File: src/rtl/cdf97_pkg.sv
// package: constants and helpers for the cdf 9/7 lifting wavelet block
package cdf97_pkg;

    localparam int DATA_W = 32;
    localparam int COEF_W = 32;
    localparam int Q_SHIFT = 30;

    localparam logic signed [COEF_W-1:0] C_P1   = -32'sd1703098781;
    localparam logic signed [COEF_W-1:0] C_U1   = -32'sd56886969;
    localparam logic signed [COEF_W-1:0] C_P2   = 32'sd948018549;
    localparam logic signed [COEF_W-1:0] C_U2   = 32'sd476211856;
    localparam logic signed [COEF_W-1:0] C_K    = 32'sd1234378323;
    localparam logic signed [COEF_W-1:0] C_INVK = 32'sd934009844;

    // one multiply-add operation of the datapath
    typedef struct packed {
        logic                     lift;
        logic signed [COEF_W-1:0] coef;
    } op_t;

    function automatic logic signed [DATA_W-1:0] sat32(input logic signed [65:0] v);
        logic signed [65:0] hi;
        logic signed [65:0] lo;
        begin
            hi = 66'sd2147483647;
            lo = -66'sd2147483648;
            if (v > hi)
                sat32 = 32'sh7fffffff;
            else if (v < lo)
                sat32 = 32'sh80000000;
            else
                sat32 = v[DATA_W-1:0];
        end
    endfunction

endpackage

File: src/rtl/cdf97_mac.sv
// multiply, round, saturate: out = sat(rnd(c*s) + (lift?acc:0))
module cdf97_mac (
    input  logic                                 clk,
    input  logic                                 rst_n,
    input  logic                                 in_valid,
    input  logic                                 lift,
    input  logic signed [cdf97_pkg::DATA_W:0]    sum,
    input  logic signed [cdf97_pkg::DATA_W-1:0]  acc,
    input  logic signed [cdf97_pkg::COEF_W-1:0]  coef,
    output logic                                 out_valid,
    output logic signed [cdf97_pkg::DATA_W-1:0]  result
);
    import cdf97_pkg::*;

    logic signed [64:0]       prod_reg;
    logic signed [DATA_W-1:0] acc_reg;
    logic                     lift_reg;
    logic                     valid_reg;
    logic signed [65:0]       rounded;
    logic signed [65:0]       total;

    always_ff @(posedge clk or negedge rst_n)
    begin
        if (!rst_n)
            valid_reg <= 1'b0;
        else
            valid_reg <= in_valid;
    end

    always_ff @(posedge clk)
    begin
        prod_reg <= 65'(sum * coef);
        acc_reg  <= acc;
        lift_reg <= lift;
    end

    always_comb
    begin
        rounded = (66'(prod_reg) + (66'sd1 <<< (Q_SHIFT - 1))) >>> Q_SHIFT;
        total   = lift_reg ? rounded + 66'(acc_reg) : rounded;
    end

    assign out_valid = valid_reg;
    assign result    = sat32(total);

endmodule

File: config.mk
export PLATFORM = sky130hd
export DESIGN_NAME = cdf97_mac
export DESIGN_NICKNAME = d
export VERILOG_FILES = /design/src/rtl/cdf97_pkg.sv /design/src/rtl/cdf97_mac.sv
export SDC_FILE = /design/constraint.sdc
export NUM_CORES = 2
export LEC_CHECK = 0
export BUFFER_PORTS_ARGS = -buffer_cell sky130_fd_sc_hd__buf_2
export CAP_MARGIN = 20
export CORE_ASPECT_RATIO = 0.8
export CORE_MARGIN = 10
export CORE_UTILIZATION = 25
export DETAILED_ROUTE_END_ITERATION = 8
export PLACE_DENSITY = 0.42
export SYNTH_ARGS = -nofsm -noshare
export SYNTH_HDL_FRONTEND = slang
export SYNTH_SLANG_ARGS = --single-unit
File: constraint.sdc
create_clock -name clk -period 6.2 [get_ports clk]
set_clock_uncertainty 0.05 [all_clocks]
set_input_delay 0 -clock clk [delete_from_list [all_inputs] [get_ports clk]]
set_output_delay 0 -clock clk [all_outputs]
set_load 0.1 [all_outputs]
## Word level (Yosys, flattened, before mapping)

Cells that the tools add are included.

| storage, ports and cells | value |
|---|---|
| input port bits | 101 |
| output and inout port bits | 33 |
| register bits after elaboration | 99 |
| logic and storage cells | 12 |

| operators by class | value |
|---|---|
| mux-type cells | 3 |
| $mul | 1 |
| $lt $le $gt $ge | 2 |
| add/sub/neg operators | 2 |

Operators by type and width:

| kind | count |
|---|---|
| adder 65 x 31 -> 66 bit, second input constant | 1 |
| greater-than comparator 66 x 32 -> 1 bit, second input constant | 1 |
| less-than comparator 66 x 32 -> 1 bit, second input constant | 1 |
| 2-to-1 mux 66 bit | 1 |
| multiplier 33 x 32 -> 65 bit | 1 |
| 2-to-1 mux 32 bit | 2 |
| adder 36 x 32 -> 37 bit | 1 |

## Depth between registers and ports, before layout

| depth | value |
|---|---|
| depth in word-level cells | 6 |
| gate-level depth with buffers | 29 |
| depth with buffers taken out | 27 |

## Worst setup path after synthesis

Ideal clock, no wire load.

| timing path | value |
|---|---|
| path kind | input to register |
| start | in sum[32] (netlist name) |
| end | reg prod_reg[62] |
| stages | 26 |
| arrival time | 7.139 ns |
| library setup time | 0.118 ns |
| path slack | -1.107 ns |
| cell sequence | clkbuf_1 -> nand2_1 -> inv_1 -> fa_1 -> inv_1 -> fa_1 -> inv_1 -> fa_1 -> fa_1 -> inv_1 -> fa_1 -> inv_1 -> fa_1 -> inv_1 -> fa_1 -> fa_1 -> inv_1 -> ha_1 -> clkbuf_1 -> inv_1 -> nor3_1 -> a21oi_1 -> o311ai_0 -> a21o_1 -> a21oi_1 -> xnor2_1 |

| on the way | value |
|---|---|
| cells in the longest elaborated chain, start to end | 1 |

Ends and longest elaborated chain:

| what | RTL line | text |
|---|---|---|
| start: declaration | cdf97_mac.sv:7 | `input logic signed [cdf97_pkg::DATA_W:0] sum,` |
| multiplier 33 x 32 -> 65 bit | cdf97_mac.sv:32 | `prod_reg <= 65'(sum * coef);` |
| end signal: assignment | cdf97_mac.sv:32 |  |
| end: declaration | cdf97_mac.sv:15 | `logic signed [64:0] prod_reg;` |

No other way between the ends.

## Final worst setup path

| timing path | value |
|---|---|
| start | in sum[18] (netlist name) |
| end | reg prod_reg[48] |

Same word-level chain as after synthesis.

==> metrics <==
initial antenna violation count 12; register area share after synthesis 3.42%; largest net degree at the start of global routing 74; DR iter-0 viols between 1500 and 2000; maxcap violations 0; clock-pin slew on the worst setup and hold paths 0.06 ns; area of the multi-input gates ~0.036 sq mm; area of the core 0.164 sq mm; Crit. End Element register; commonest cells in the synthesized netlist 1112 x fa_1, 1022 x inv_1, 590 x nand2_1; fmax roughly 150 MHz; Largest register FFs 36; DP Area between 0.04 and 0.05 sq mm; Total Nets Final around 6400; Synth-to-Final Area Change 24.7%; design area 0.0514 sq mm; CTS tree built; Async SR Flop Fraction around 1.4%; max-slew violation count 0; total wire length 142 mm; FP Rows roughly 130; Main synth FF type dfxtp_1; Worst Setup Start Kind input pin; Synth Register Bits 70; total grt overflow 0; IO Port Bufs between 100 and 150; syn_nets just under 6000; unrepaired setup endpoints after global routing yes; Mapped Area roughly 0.041 sq mm; Placer Congestion 0.856; FF/Latch Area 0.00141 sq mm; Final ANT Viol Nets 0; WHS Path Cells 2; CP arrival 7.06 ns; Least-Margin Pin Slew approximately 0.9 ns; EDFF count, synth 0; antenna diode count 0; synth top area cells fa_1 54%, inv_1 9.3%, and2_1 8.1%; Die X-Extent roughly 470 microns; ratio of cells with drive above 1 in the final layout 20.3%; crit path max fanout 5; clk sinks 70; CP Class in -> reg; final setup fails 32; Initial DRT Pass Iterations 5; fin crit period approximately 7 ns; H-tree depth 3; post-route setup slack -0.673 ns; hold violation count in the final report 0; area fraction of the dominant cell type after synthesis 54.1%; largest area contributor in the netlist fa_1; root buf cell clkbuf_16; Cells after Synth about 4400; Initial Util 25.1%; Filler cells roughly 17000; first-pass GRT wire length around 220 mm; via/cell ratio around 4.3; status finished, violations left; Max-slew headroom 41.7%; worst hold path startpoint acc[24]; failing checks negative setup slack; Hold Path Sink acc_reg[24]$_DFF_P_; Hold Crit Class in -> reg; Post-DP HPWL around 120 mm; Via Count a little over 30000; CTS max path bufs 2; detailed-route wire length per cell roughly 20 microns; Ys Warns 0; die height roughly 380 microns; Final Cycle Share 111%; most common cell in the synthesized netlist fa_1; area of the die ~0.18 sq mm; average size of a mapped cell 9.26 sq um; vias in the first global route roughly 34000; Synth cell types between 70 and 80; Required @ worst endpoint 6.39 ns; drt drc 0; CTS buffer count 9; GR Util All Layers 15.6%; io pins roughly 130
## worst max-delay path, cell delays in order
cell and delay (ns):
buf_8 0.13, buf_12 0.16, and2_1 0.17, fa_1 0.48
fa_1 0.57, inv_2 0.05, fa_1 0.49, fa_1 0.53
inv_2 0.04, fa_2 0.60, fa_1 0.45, fa_1 0.46
fa_1 0.56, ha_4 0.24, a21oi_4 0.13, nand2_1 0.08
a311oi_2 0.24, o211ai_1 0.12, o21bai_4 0.19, a311o_1 0.36
a31oi_2 0.23, a31oi_2 0.13, or4b_1 0.47, and4_1 0.16
## placed cells by master (no fill, tap or decap), types with 36 or more instances in the layout
cell type         n
fa_1           1027
inv_1           997
nand2_1         577
and2_1          511
buf_4           447
ha_1            194
fa_2             85
buf_2            83
a21oi_1          72
nor2_1           70
buf_6            70
dfxtp_1          68
buf_12           65
xnor2_1          61
o21ai_0          48
a21o_1           39
dlygate4sd3_1    36
## worst max path at each step
stage / cells after the start / startpoint / end / slack (ns)
6_report: 24 / sum[18] / prod_reg[48]$_DFF_P_ / -0.67
5_1_grt: 29 / coef[4] / prod_reg[48]$_DFF_P_ / -0.91
4_1_cts: 29 / sum[16] / prod_reg[63]$_DFF_P_ / -0.67
3_5_place_dp: 26 / coef[8] / prod_reg[62]$_DFF_P_ / -1.57
3_3_place_gp: 26 / sum[18] / prod_reg[62]$_DFF_P_ / -1.62
2_1_floorplan: 25 / coef[20] / prod_reg[48]$_DFF_P_ / -0.70
## through the flow
stage               std cells  setup TNS [ns]  setup slack, ns  hold WS, ns  utilization [%]
detailed placement       6990          -41.26            -1.57       -0.275             29.3
finish                   7122          -13.32           -0.673        0.230             31.3
global placement         6990          -41.77            -1.62       -0.275             29.3
CTS                      7080          -14.46           -0.675        0.212             30.5
global route             7122          -20.30           -0.911        0.221             31.3
floorplan                4446           -6.98           -0.701       -0.346                -
## area by class of cell
class | count | share of cell area (%)
Clock inverter | 6 | 0.0755
Clock buffer | 10 | 0.446
Multi-Input combinational cell | 3126 | 70.9
Sequential cell | 70 | 2.74
Timing Repair Buffer | 727 | 13.0
Tap cell | 2160 | 5.26
Inverter | 1023 | 7.49
## what timing repair did
| action | 4_1_cts | 5_1_grt |
|---|---|---|
| resized for setup | 230 | 221 |
| hold endpoints to repair | 35 | 0 |
| hold buffers | 36 | 0 |
| pin swaps | 75 | 124 |
| gates cloned | 7 | 4 |
| setup buffers | 32 | 45 |
| endpoints found under the setup margin | 36 | 49 |
## cell families (layout without fill, tap and decap cells)
logic type	Yosys count	count (layout)	share of synthesized area [%]
DFF	70	70	3.42
AOI/OAI and AO/OA	349	349	5.52
buffers and inverters	1250	1766	11.4
adders and majority gates	1331	1331	60.7
and+or+nand+nor	1333	1333	16.4
xor gates and xnor gates	110	110	2.39
muxes	3	3	0.0760
## layer usage
layer  up-vias  global-route usage (%)  wire length (microns)
li1      14019                       -                      -
met1     16203                    25.1                  75400
met2       642                    22.5                  57300
met3        75                    2.43                   7730
met4        10                    1.08                   1120
met5         -                       0                     69
Power is left out: the tool's default activity adds up to more than one toggle a clock period on the data nets, which glitch-free logic cannot reach.
